--- src/rtl/core/dtsm_pkg.sv ---
// ----------------------------------------------------------------------------
// dtsm_pkg
// Shared types and constants of the dual temperature sensor monitor.
// ----------------------------------------------------------------------------
package dtsm_pkg;

  // Monitor state codes
  typedef enum logic [1:0] {
    ST_INITIAL      = 2'd0,
    ST_TIMEOUT      = 2'd1,
    ST_OUT_OF_RANGE = 2'd2,
    ST_READY        = 2'd3
  } state_e;

  // Configuration port
  localparam int CFG_IDX_W  = 3;
  localparam int CFG_DATA_W = 16;

  localparam logic [CFG_IDX_W-1:0] CFG_SENSORS_REQUIRED  = 3'd0;
  localparam logic [CFG_IDX_W-1:0] CFG_MAX_TEMP_C        = 3'd1;
  localparam logic [CFG_IDX_W-1:0] CFG_MAX_DIFF_ENTER_C  = 3'd2;
  localparam logic [CFG_IDX_W-1:0] CFG_MAX_DIFF_RECOVER_C = 3'd3;
  localparam logic [CFG_IDX_W-1:0] CFG_TIMEOUT_MS        = 3'd4;

  typedef struct packed {
    logic              sensors_required;
    logic signed [8:0] max_temp_c;
    logic [8:0]        max_diff_enter_c;
    logic [8:0]        max_diff_recover_c;
    logic [15:0]       timeout_ms;
  } cfg_t;

  localparam logic              RST_SENSORS_REQUIRED = 1'b0;
  localparam logic signed [8:0] RST_MAX_TEMP_C       = 9'sd120;
  localparam logic [8:0]        RST_MAX_DIFF_ENTER_C = 9'd5;
  localparam logic [8:0]        RST_MAX_DIFF_RECOVER_C = 9'd5;
  localparam logic [15:0]       RST_TIMEOUT_MS       = 16'd5000;

  // Input payload, last field in the lowest bits
  typedef struct packed {
    logic [31:0]        now_ms;
    logic signed [15:0] temp_b_c;
    logic signed [15:0] temp_a_c;
  } in_data_t;

  // Result payload, last field in the lowest bits
  typedef struct packed {
    logic               temp_ok;
    logic               available_or_optional;
    logic               overheat_error;
    logic               sensor_fail_error;
    logic signed [15:0] temp_b_now;
    logic signed [15:0] temp_a_now;
    state_e             monitor_state;
  } res_t;

  localparam int IN_TDATA_W  = 64;
  localparam int RES_W       = $bits(res_t);
  localparam int OUT_TDATA_W = 40;

  // Temperature arithmetic width: holds any stored reading and its differences
  localparam int WIDE_W = 34;

  localparam int                       TEMP_UNAVAIL     = -99;
  localparam logic signed [15:0]       TEMP_UNAVAIL_OUT = -16'sd99;
  localparam logic signed [WIDE_W-1:0] RANGE_LOW_W      = -34'sd40;
  localparam logic signed [WIDE_W-1:0] RANGE_HIGH_W     = 34'sd250;

endpackage

--- src/rtl/core/dtsm_cfg.sv ---
// ----------------------------------------------------------------------------
// dtsm_cfg
// Configuration register file, written through a plain write port.
// ----------------------------------------------------------------------------
module dtsm_cfg (
  input  logic                             clk_i,
  input  logic                             rst_ni,
  input  logic                             cfg_we_i,
  input  logic [dtsm_pkg::CFG_IDX_W-1:0]   cfg_idx_i,
  input  logic [dtsm_pkg::CFG_DATA_W-1:0]  cfg_wdata_i,
  output dtsm_pkg::cfg_t                   cfg_o
);

  dtsm_pkg::cfg_t cfg_q, cfg_d;

  always_comb begin
    cfg_d = cfg_q;
    if (cfg_we_i) begin
      case (cfg_idx_i)
        dtsm_pkg::CFG_SENSORS_REQUIRED:   cfg_d.sensors_required   = cfg_wdata_i[0];
        dtsm_pkg::CFG_MAX_TEMP_C:         cfg_d.max_temp_c         = signed'(cfg_wdata_i[8:0]);
        dtsm_pkg::CFG_MAX_DIFF_ENTER_C:   cfg_d.max_diff_enter_c   = cfg_wdata_i[8:0];
        dtsm_pkg::CFG_MAX_DIFF_RECOVER_C: cfg_d.max_diff_recover_c = cfg_wdata_i[8:0];
        dtsm_pkg::CFG_TIMEOUT_MS:         cfg_d.timeout_ms         = cfg_wdata_i[15:0];
        default:                          cfg_d = cfg_q;
      endcase
    end
  end

  always_ff @(posedge clk_i or negedge rst_ni) begin
    if (!rst_ni) begin
      cfg_q.sensors_required   <= dtsm_pkg::RST_SENSORS_REQUIRED;
      cfg_q.max_temp_c         <= dtsm_pkg::RST_MAX_TEMP_C;
      cfg_q.max_diff_enter_c   <= dtsm_pkg::RST_MAX_DIFF_ENTER_C;
      cfg_q.max_diff_recover_c <= dtsm_pkg::RST_MAX_DIFF_RECOVER_C;
      cfg_q.timeout_ms         <= dtsm_pkg::RST_TIMEOUT_MS;
    end else begin
      cfg_q <= cfg_d;
    end
  end

  assign cfg_o = cfg_q;

endmodule

--- src/rtl/core/dtsm_eval.sv ---
// ----------------------------------------------------------------------------
// dtsm_eval
// Single-pass evaluation of one item: next monitor state, stored values and
// the result fields.
// ----------------------------------------------------------------------------
module dtsm_eval #(
  parameter int TIME_WIDTH = 32,
  parameter int TEMP_WIDTH = 16
) (
  input  dtsm_pkg::cfg_t                 cfg_i,
  input  logic                           mode_i,
  input  dtsm_pkg::in_data_t             data_i,
  input  dtsm_pkg::state_e               state_q_i,
  input  logic signed [TEMP_WIDTH-1:0]   temp_a_q_i,
  input  logic signed [TEMP_WIDTH-1:0]   temp_b_q_i,
  input  logic [TIME_WIDTH-1:0]          last_q_i,
  output dtsm_pkg::state_e               state_d_o,
  output logic signed [TEMP_WIDTH-1:0]   temp_a_d_o,
  output logic signed [TEMP_WIDTH-1:0]   temp_b_d_o,
  output logic [TIME_WIDTH-1:0]          last_d_o,
  output dtsm_pkg::res_t                 res_o
);

  localparam int WW = dtsm_pkg::WIDE_W;
  localparam logic signed [WW-1:0] SAT_HI =
    WW'((longint'(1) <<< (TEMP_WIDTH - 1)) - longint'(1));
  localparam logic signed [WW-1:0] SAT_LO =
    WW'(-(longint'(1) <<< (TEMP_WIDTH - 1)));
  localparam logic signed [TEMP_WIDTH-1:0] TEMP_UNAVAIL_T =
    TEMP_WIDTH'(dtsm_pkg::TEMP_UNAVAIL);

  function automatic logic out_of_range(input logic signed [WW-1:0] a,
                                        input logic signed [WW-1:0] b,
                                        input logic [8:0]           lim);
    logic signed [WW-1:0] lim_w;
    logic signed [WW-1:0] dab;
    logic signed [WW-1:0] dba;
    lim_w = {{(WW-9){1'b0}}, lim};
    dab   = a - b;
    dba   = b - a;
    return (a < dtsm_pkg::RANGE_LOW_W) || (a > dtsm_pkg::RANGE_HIGH_W) ||
           (b < dtsm_pkg::RANGE_LOW_W) || (b > dtsm_pkg::RANGE_HIGH_W) ||
           (dab > lim_w) || (dba > lim_w);
  endfunction

  logic signed [WW-1:0]         in_a_w, in_b_w, sat_a_w, sat_b_w;
  logic signed [WW-1:0]         max_w, nxt_a_w, nxt_b_w;
  logic [TIME_WIDTH+31:0]       now_ext;
  logic [TIME_WIDTH-1:0]        now_t, gap_fwd, gap_bwd, gap_mag, tmo_w;
  logic [8:0]                   diff_lim;
  logic                         msg_bad;
  logic                         tick_active;
  logic                         timed_out;

  // Saturate the incoming readings to the stored width
  assign in_a_w  = {{(WW-16){data_i.temp_a_c[15]}}, data_i.temp_a_c};
  assign in_b_w  = {{(WW-16){data_i.temp_b_c[15]}}, data_i.temp_b_c};
  assign sat_a_w = (in_a_w > SAT_HI) ? SAT_HI : ((in_a_w < SAT_LO) ? SAT_LO : in_a_w);
  assign sat_b_w = (in_b_w > SAT_HI) ? SAT_HI : ((in_b_w < SAT_LO) ? SAT_LO : in_b_w);
  assign max_w   = {{(WW-9){cfg_i.max_temp_c[8]}}, cfg_i.max_temp_c};

  assign diff_lim = (state_q_i == dtsm_pkg::ST_OUT_OF_RANGE) ?
                    cfg_i.max_diff_recover_c : cfg_i.max_diff_enter_c;
  assign msg_bad  = out_of_range(sat_a_w, sat_b_w, diff_lim);

  // Time gap taken modulo the time width, magnitude of its signed value
  assign now_ext     = {{TIME_WIDTH{1'b0}}, data_i.now_ms};
  assign now_t       = now_ext[TIME_WIDTH-1:0];
  assign gap_fwd     = now_t - last_q_i;
  assign gap_bwd     = last_q_i - now_t;
  assign gap_mag     = gap_fwd[TIME_WIDTH-1] ? gap_bwd : gap_fwd;
  assign tmo_w       = TIME_WIDTH'(cfg_i.timeout_ms);
  assign tick_active = (state_q_i == dtsm_pkg::ST_OUT_OF_RANGE) ||
                       (state_q_i == dtsm_pkg::ST_READY);
  assign timed_out   = mode_i && tick_active && (gap_mag > tmo_w);

  // Next state and stored values
  always_comb begin
    state_d_o  = state_q_i;
    temp_a_d_o = temp_a_q_i;
    temp_b_d_o = temp_b_q_i;
    last_d_o   = last_q_i;
    if (!mode_i) begin
      temp_a_d_o = sat_a_w[TEMP_WIDTH-1:0];
      temp_b_d_o = sat_b_w[TEMP_WIDTH-1:0];
      last_d_o   = now_t;
      state_d_o  = msg_bad ? dtsm_pkg::ST_OUT_OF_RANGE : dtsm_pkg::ST_READY;
    end else if (timed_out) begin
      temp_a_d_o = TEMP_UNAVAIL_T;
      temp_b_d_o = TEMP_UNAVAIL_T;
      last_d_o   = '0;
      state_d_o  = dtsm_pkg::ST_TIMEOUT;
    end
  end

  assign nxt_a_w = {{(WW-TEMP_WIDTH){temp_a_d_o[TEMP_WIDTH-1]}}, temp_a_d_o};
  assign nxt_b_w = {{(WW-TEMP_WIDTH){temp_b_d_o[TEMP_WIDTH-1]}}, temp_b_d_o};

  // Result fields; all but the two error flags are taken from the state after the step
  always_comb begin
    res_o.monitor_state         = state_d_o;
    res_o.temp_a_now            = nxt_a_w[15:0];
    res_o.temp_b_now            = nxt_b_w[15:0];
    res_o.sensor_fail_error     = timed_out && cfg_i.sensors_required;
    res_o.overheat_error        = !mode_i && cfg_i.sensors_required &&
                                  ((sat_a_w > max_w) || (sat_b_w > max_w));
    res_o.available_or_optional = !cfg_i.sensors_required ||
                                  (state_d_o == dtsm_pkg::ST_READY);
    res_o.temp_ok               = !(nxt_a_w > max_w) && !(nxt_b_w > max_w) &&
                                  (state_d_o != dtsm_pkg::ST_OUT_OF_RANGE) &&
                                  res_o.available_or_optional;
  end

endmodule

--- src/rtl/core/dual_temp_sensor_monitor_unit.sv ---
// ----------------------------------------------------------------------------
// dual_temp_sensor_monitor_unit
// Validity monitor for a pair of external temperature sensors.
// ----------------------------------------------------------------------------
// Each input transfer is a reading message (tuser low) or a tick (tuser high)
// and yields exactly one result transfer. The unit takes one item per clock
// while s_axis_tready is high: an item is held in the input register, is
// evaluated in a single pass against the stored monitor state and lands in
// the result register, from which its result is presented. The result
// register lets a new item in while an earlier result waits;
// s_axis_tready drops only when both registers are full and the output is
// stalled. Write the configuration only while no item is pending.
module dual_temp_sensor_monitor_unit #(
  parameter int TIME_WIDTH = 32,
  parameter int TEMP_WIDTH = 16
) (
  input  logic                                clk_i,
  input  logic                                rst_ni,
  input  logic                                cfg_we_i,
  input  logic [dtsm_pkg::CFG_IDX_W-1:0]      cfg_idx_i,
  input  logic [dtsm_pkg::CFG_DATA_W-1:0]     cfg_wdata_i,
  input  logic                                s_axis_tvalid,
  output logic                                s_axis_tready,
  // temp_a_c[15:0], temp_b_c[31:16], now_ms[63:32]
  input  logic [dtsm_pkg::IN_TDATA_W-1:0]     s_axis_tdata,
  // mode: 0 message, 1 tick
  input  logic                                s_axis_tuser,
  output logic                                m_axis_tvalid,
  input  logic                                m_axis_tready,
  // monitor_state[1:0], temp_a_now[17:2], temp_b_now[33:18],
  // sensor_fail_error[34], overheat_error[35], available_or_optional[36],
  // temp_ok[37], zero[39:38]
  output logic [dtsm_pkg::OUT_TDATA_W-1:0]    m_axis_tdata
);

  dtsm_pkg::cfg_t                cfg;
  logic                          in_valid_q;
  logic                          in_mode_q;
  dtsm_pkg::in_data_t            in_data_q;
  logic                          out_valid_q;
  dtsm_pkg::res_t                res_q, res_d;
  dtsm_pkg::state_e              state_q, state_d;
  logic signed [TEMP_WIDTH-1:0]  temp_a_q, temp_a_d, temp_b_q, temp_b_d;
  logic [TIME_WIDTH-1:0]         last_q, last_d;
  logic                          advance;

  dtsm_cfg u_cfg (
    .clk_i       (clk_i),
    .rst_ni      (rst_ni),
    .cfg_we_i    (cfg_we_i),
    .cfg_idx_i   (cfg_idx_i),
    .cfg_wdata_i (cfg_wdata_i),
    .cfg_o       (cfg)
  );

  dtsm_eval #(
    .TIME_WIDTH (TIME_WIDTH),
    .TEMP_WIDTH (TEMP_WIDTH)
  ) u_eval (
    .cfg_i      (cfg),
    .mode_i     (in_mode_q),
    .data_i     (in_data_q),
    .state_q_i  (state_q),
    .temp_a_q_i (temp_a_q),
    .temp_b_q_i (temp_b_q),
    .last_q_i   (last_q),
    .state_d_o  (state_d),
    .temp_a_d_o (temp_a_d),
    .temp_b_d_o (temp_b_d),
    .last_d_o   (last_d),
    .res_o      (res_d)
  );

  // Move the held item into the result register when that register frees up
  assign advance       = in_valid_q && (!out_valid_q || m_axis_tready);
  assign s_axis_tready = !in_valid_q || advance;

  always_ff @(posedge clk_i or negedge rst_ni) begin
    if (!rst_ni) begin
      in_valid_q  <= 1'b0;
      out_valid_q <= 1'b0;
      state_q     <= dtsm_pkg::ST_INITIAL;
      temp_a_q    <= TEMP_WIDTH'(dtsm_pkg::TEMP_UNAVAIL);
      temp_b_q    <= TEMP_WIDTH'(dtsm_pkg::TEMP_UNAVAIL);
      last_q      <= '0;
    end else begin
      if (s_axis_tready) begin
        in_valid_q <= s_axis_tvalid;
      end
      if (advance) begin
        out_valid_q <= 1'b1;
        state_q     <= state_d;
        temp_a_q    <= temp_a_d;
        temp_b_q    <= temp_b_d;
        last_q      <= last_d;
      end else if (m_axis_tready) begin
        out_valid_q <= 1'b0;
      end
    end
  end

  always_ff @(posedge clk_i) begin
    if (s_axis_tready && s_axis_tvalid) begin
      in_mode_q <= s_axis_tuser;
      in_data_q <= s_axis_tdata;
    end
    if (advance) begin
      res_q <= res_d;
    end
  end

  assign m_axis_tvalid = out_valid_q;
  assign m_axis_tdata  = {{(dtsm_pkg::OUT_TDATA_W - dtsm_pkg::RES_W){1'b0}}, res_q};

endmodule

--- config.mk ---
export PLATFORM = sky130hd
export DESIGN_NAME = dual_temp_sensor_monitor_unit
export DESIGN_NICKNAME = d
export VERILOG_FILES = /design/src/rtl/core/dtsm_pkg.sv /design/src/rtl/core/dtsm_cfg.sv /design/src/rtl/core/dtsm_eval.sv /design/src/rtl/core/dual_temp_sensor_monitor_unit.sv
export SDC_FILE = /design/constraint.sdc
export NUM_CORES = 1
export LEC_CHECK = 0
export BUFFER_PORTS_ARGS = -buffer_cell sky130_fd_sc_hd__buf_2
export CAP_MARGIN = 20
export CORE_AREA = 2 2 202 204
export DETAILED_ROUTE_END_ITERATION = 7
export DIE_AREA = 0 0 204 206
export SKIP_CTS_REPAIR_TIMING = 1
export SYNTH_ARGS = -nofsm -noshare
export SYNTH_HDL_FRONTEND = slang
export SYNTH_SLANG_ARGS = --single-unit
export TNS_END_PERCENT = 30
--- constraint.sdc ---
create_clock -name clk_i -period 10.09 [get_ports clk_i]
set_clock_uncertainty 0.1 [all_clocks]
set_input_delay 0.5045 -clock clk_i [delete_from_list [all_inputs] [get_ports clk_i]]
set_output_delay 0.5045 -clock clk_i [all_outputs]
set_load 0.05 [all_outputs]
==> flow_summary.yaml, run 1 <==
clock_tree:
  path_clk_slew_ns: 0.06
  clock_sinks: 215
  h-tree-depth: 1
  cts_buffers: 26
  clock_path_buffers: 3
  clk_latency_ns: 0.55
  clock-root-buffer: "clkbuf_16"
  cts_tree: "yes"
power:
  powerDensity_nw_per_um2: 206
  ir_drop_v: 0.000152
  p_leak_uw: 0.00791
grt:
  grt_use_met1_pct: 28.1
  grt-busiest-layer: "met2"
  grt-ovfl-total: 0
  antenna_found_initial: 0
  use_met3_pct: 2.29
  grt_usage_pct: 20.8
  grt_start_max_net_pins: 66
  grt_first_pass_wirelength_um: 68900
  met2_usage_pct: 35.2
  grt_pass1_vias: 12300
sta:
  finalSetupViolations: 0
  whs_ns: -0.0333
  hold_viol: 36
  tightest_slew_ns: 1.02
  finalCritPeriodShare_pct: 84.7
  rsz0062_at_grt: "false"
  relSlewSlack_pct: 31.7
  fin_crit_ns: 8.55
  maxSlewViolCount: 0
  setup_tns_ns: 0
  fmax_mhz: 117
final_layout:
  final_cell_mix: "ha_1, inv_1, a21oi_1, buf_2, nand2_1"
  layout_commonest_cell: "ha_1"
  nFillCells: 3970
  seqCellArea_um2: 5940
  final_core_util_pct: 43.9
  fin_area_um2: 17700
  fin_nets: 2010
  area_growth_pct: 12.3
  antennaDiodeCount: 0
  multi_input_area_um2: 8710
  drive_above_1_share_pct: 15.3
placed_design:
  postPlaceCellArea_um2: 16700
  io_buffers: 128
  hpwl_um: 33800
  routabilityCongestion: 0.922
drt:
  firstDrtPassIters: 4
  vias: 12700
  viasPerCell: 5.58
  drc: 0
  wl_per_cell_um: 19.3
  drtIter0Drc: 879
  ant_nets: 0
  routed_wl_um: 43900
floorplan:
  start_util_pct: 39.1
  ios: 131
  coreArea_um2: 40200
  die-area_um2: 42000
  die_y_um: 206
  fp-row-count: 74
  die_w_um: 204
synthesis:
  synth_area_um2: 15700
  async_flop_share_pct: 52.1
  synth_cell_type_count: 78
  synth_edf_count: 103
  syn_avg_cell_area_um2: 9.53
  syn_inst: 1648
  synth-main-ff-cell: "edfxtp_1"
  ys_seq_area_share_pct: 37.8
  ys_ff_latch: 215
  ys_warn_count: 0
run:
  drv_cap: 0
run_status:
  status: "finished with violations"
  violations: "hold timing"
worst_setup_path:
  cp_max_fo: 33
  path_common_cell: "a21oi_1"
  cp-end-kind: "register"
  max_stage_delay_ns: 0.62
  cp.arrival_ns: 8.84
  critPathKind: "register to register"
  slowest_stage: "a211oi_1"
  startpoint_type: "register"
  crit_required_ns: 10.39
worst_hold_path:
  hp-class: "input port to async pin"
[per-stage QoR]
stage | setup WS, ns | instances | hold slack (ns) | total power (uW)
floorplan | 2.32 | 1649 | 0.109 | 2250
global placement | 1.82 | 2223 | 0.369 | 2610
detailed placement | 1.47 | 2224 | 0.374 | 2630
CTS | 1.48 | 2272 | -0.0191 | 3650
global route | 0.808 | 2274 | 0.0104 | 3880
finish | 1.54 | 2274 | -0.0333 | 3630
[metal layers]
layer	part of all wire, %	routed length (um)	vias to the layer above
met5	0	0	-
met4	3.4	1500	0
met3	4.6	2020	75
met2	47	20700	366
met1	45	19700	6084
li1	-	-	6163
[final cells by class]
type                            count  share of cell area (%)
Inverter                          176                    3.74
Clock inverter                     20                    1.33
Tap cell                          532                    3.77
Clock buffer                       28                    3.91
Timing Repair Buffer              139                    4.22
Sequential cell                   215                    33.7
Multi-Input combinational cell   1164                    49.4
[cells by family after synthesis]
logic type	count (synthesis)	synth area share (%)
flip-flops	215	37.8
adder cells (fa/ha/maj)	199	16.2
XOR/XNOR	41	2.29
AND/OR/NAND/NOR	352	11.3
buffers and inverters	270	6.86
multiplexers	50	3.41
other	1	0.0239
AO/OA/AOI/OAI	520	22.1
[worst paths after layout]
kind | start | end | slack, ns | cells past startpoint
max | in_data_q[56] | m_axis_tdata[37] | 1.54 | 37
min | rst_ni | temp_b_q[6] | -0.03 | 1
max reg2reg | in_data_q[56] | m_axis_tdata[37] | 1.54 | 37
min reg2reg | temp_a_q[4] | temp_a_q[4] | 0.39 | 2
max in group asynchronous | rst_ni | u_cfg.cfg_o[42] | 8.65 | 2
min in group clk_i | s_axis_tdata[48] | in_data_q[48] | 0.03 | 1
[critical path, delay by kind of cell, from the launching register on]
kind | cells | cell delay [ns]
mux | 1 | 0.25
compound gates | 19 | 4.09
simple gates | 10 | 1.70
xor+xnor | 1 | 0.14
fa+ha+maj | 3 | 0.94
buf+inv | 3 | 0.79
flops | 1 | 0.37
[where the power goes]
group / total, uW / internal [uW] / switching, uW
Clock: 997 / 601 / 396
Sequential: 1150 / 1070 / 77.9
Combinational: 1480 / 583 / 900
[flip-flops by register name (all words and copies together) (netlist names)]
| name | count |
|---|---|
| in_data_q | 64 |
| m_axis_tdata | 38 |
| state_q | 2 |
| temp_a_q | 16 |
| u_cfg.cfg_o | 44 |
| last_q | 32 |
| temp_b_q | 16 |
| in_valid_q | 1 |
| in_mode_q | 1 |
| m_axis_tvalid | 1 |
[cell usage after synthesis (all sizes together) (15+ instances only)]
cell type | count | area share [%]
mux2 | 28 | 2.0
inv | 175 | 4.2
a22o | 45 | 2.5
clkbuf | 70 | 1.7
nand3 | 27 | 0.86
a22oi | 56 | 2.7
dfrtp | 73 | 12
dfstp | 39 | 6.5
edfxtp | 103 | 20
nor3 | 28 | 0.89
ha | 191 | 15
nor2 | 66 | 1.6
nand4 | 31 | 1.2
nor2b | 24 | 0.96
nor4 | 19 | 0.80
a21oi | 133 | 4.2
mux2i | 22 | 1.4
xnor2 | 26 | 1.4
a21o | 47 | 2.2
o21a | 21 | 1.0
xor2 | 15 | 0.84
buf | 24 | 0.98
nand2 | 106 | 2.5
o21bai | 16 | 0.76
o21ai | 98 | 3.1
Note: power is estimated with default switching activity, not from simulation.
==> run 2, diff against run 1 <==
==> constraint.sdc (replaced) <==
create_clock -name clk_i -period 7.26 [get_ports clk_i]
set_clock_uncertainty 0.1 [all_clocks]
set_input_delay 0.363 -clock clk_i [delete_from_list [all_inputs] [get_ports clk_i]]
set_output_delay 0.363 -clock clk_i [all_outputs]
set_load 0.05 [all_outputs]
==> run 2 against run 1 <==
The flow still finishes with violations (hold timing). Critical path type unchanged. Combinational power grew 61%. Sequential cell count is the same. Critical path depth is the same. Setup slack lost 1.4 ns.
==> flow_summary.yaml, run 2 (same netlist as run 1, synthesis figures left out) <==
sta:
  tightest_slew_ns: 1.04
  setup_slack_ns: 0.172
  finalCritPeriodShare_pct: 97.6
  relSlewSlack_pct: 30.6
  fmax_mhz: 141
  whs_ns: -0.00201
  hold_viol: 3
  fin_crit_ns: 7.09
  finalSetupViolations: 0
  rsz0062_at_grt: "true"
  maxSlewViolCount: 0
floorplan:
  ios: 131
  fp-row-count: 74
  die-area_um2: 42000
  die_y_um: 206
  die_w_um: 204
  coreArea_um2: 40200
  start_util_pct: 39.1
worst_setup_path:
  worstReg2RegEnd: "m_axis_tdata[37]"
  critPathKind: "register to register"
  crit_required_ns: 7.55
  rr_worst_depth: 37
  cp.arrival_ns: 7.37
  max_stage_delay_ns: 0.37
  cp-end-kind: "register"
  slowest_stage: "edfxtp_1"
  path_common_cell: "o21a_1"
  cp_max_fo: 6
  r2r_setup_slack_ns: 0.17
  startpoint_type: "register"
  r2r-start: "in_data_q[39]"
run_status:
  violations: "hold timing"
  status: "finished with violations"
final_layout:
  final_cell_mix: "ha_1, inv_1, buf_2, a21oi_1, edfxtp_1"
  fin_nets: 2154
  top_register: "in_data_q"
  antennaDiodeCount: 0
  layout_commonest_cell: "ha_1"
  nFillCells: 3810
  drive_above_1_share_pct: 20.9
  largest_register_ffs: 64
  area_growth_pct: 22.7
power:
  sw_frac_of_total_pct: 37.9
  ir_drop_v: 0.000188
  pwr-share-clk_pct: 24.0
  powerDensity_nw_per_um2: 273
  switchingPower_uw: 1990
  seq_power_share_pct: 30.5
  internal-power_uw: 3270
  p_leak_uw: 0.00857
  p_comb_share_pct: 45.5
clock_tree:
  clock_sinks: 215
  cts_buffers: 25
  path_clk_slew_ns: 0.07
  clock_path_buffers: 3
  clock-root-buffer: "clkbuf_16"
  cts_tree: "yes"
  clk_latency_ns: 0.54
  h-tree-depth: 1
worst_hold_path:
  min_to: "u_cfg.cfg_o[36]"
  hold_start: "cfg_wdata_i[2]"
  hp-class: "input port to register"
  holdPathStages: 3
drt:
  drc: 0
  viasPerCell: 5.55
  routed_wl_um: 46200
  wl_per_cell_um: 19.1
  ant_nets: 0
  firstDrtPassIters: 5
  vias: 13400
  drtIter0Drc: 806
placed_design:
  dp_slack_ns: -0.167
  io_buffers: 128
  hpwl_um: 34600
  routabilityCongestion: 0.914
grt:
  grt_start_max_net_pins: 66
  grt_pass1_vias: 12700
  grt-ovfl-total: 0
  grt_first_pass_wirelength_um: 70300
  antenna_found_initial: 1
  grt_usage_pct: 21.2
run:
  drv_cap: 0
==> run 2: power by group through the flow <==
stage	clock, uW	sequential, uW	combinational (uW)
final	1260	1600	2390
after global routing	1340	1620	2630
after CTS	1290	1600	2140
after detailed placement	0	1620	2120
after global placement	0	1620	2090
after floorplan	0	1650	1480
==> run 2: critical path: cells and delay by family (launching register included) <==
kind	cells	cell delay [ns]
mux	1	0.21
flops	1	0.37
compound gates	22	3.72
xor+xnor	1	0.10
simple gates	8	1.38
buf+inv	2	0.22
fa+ha+maj	3	0.84
==> run 2: worst max path at each step <==
stage                        startpoint          endpoint  slack, ns  depth (start not counted)
after floorplan           in_data_q[56]  m_axis_tdata[37]       0.06                         40
after global placement    in_data_q[46]  m_axis_tdata[37]       0.05                         38
after detailed placement  in_data_q[46]  m_axis_tdata[37]      -0.17                         38
after CTS                 in_data_q[46]  m_axis_tdata[37]      -0.20                         38
after global routing      in_data_q[39]  m_axis_tdata[37]      -0.25                         37
final                     in_data_q[39]  m_axis_tdata[37]       0.17                         37
==> run 2: area by class of cell <==
| class | instances | area, um2 | share of cell area, % |
|---|---|---|---|
| Multi-Input combinational cell | 1164 | 9120 | 47.3 |
| Sequential cell | 215 | 5940 | 30.8 |
| Timing Repair Buffer | 284 | 2060 | 10.7 |
| Clock buffer | 32 | 682 | 3.54 |
| Tap cell | 532 | 666 | 3.45 |
| Inverter | 176 | 661 | 3.43 |
| Clock inverter | 13 | 148 | 0.766 |
==> run 2: through the flow <==
| step | total power (uW) | area (um2) | cells | util, % | setup TNS (ns) |
|---|---|---|---|---|---|
| final | 5260 | 19300 | 2416 | 48.0 | 0 |
| after global routing | 5600 | 19300 | 2416 | 48.0 | -0.253 |
| after CTS | 5040 | 17900 | 2314 | 44.5 | -0.195 |
| after detailed placement | 3740 | 17100 | 2269 | 42.4 | -0.167 |
| after global placement | 3710 | 17100 | 2269 | 42.4 | 0 |
| after floorplan | 3130 | 15700 | 1649 | - | 0 |
==> run 2: metal layers <==
metal  wire, um  vias up  share of wire [%]  track usage (%)
li1           -     6444                  -                -
met1      20400     6476                 44             28.4
met2      22400      401                 49             36.2
met3       2040       76                4.4             2.29
met4       1300        0                2.8             6.03
met5          0        -                  0                0
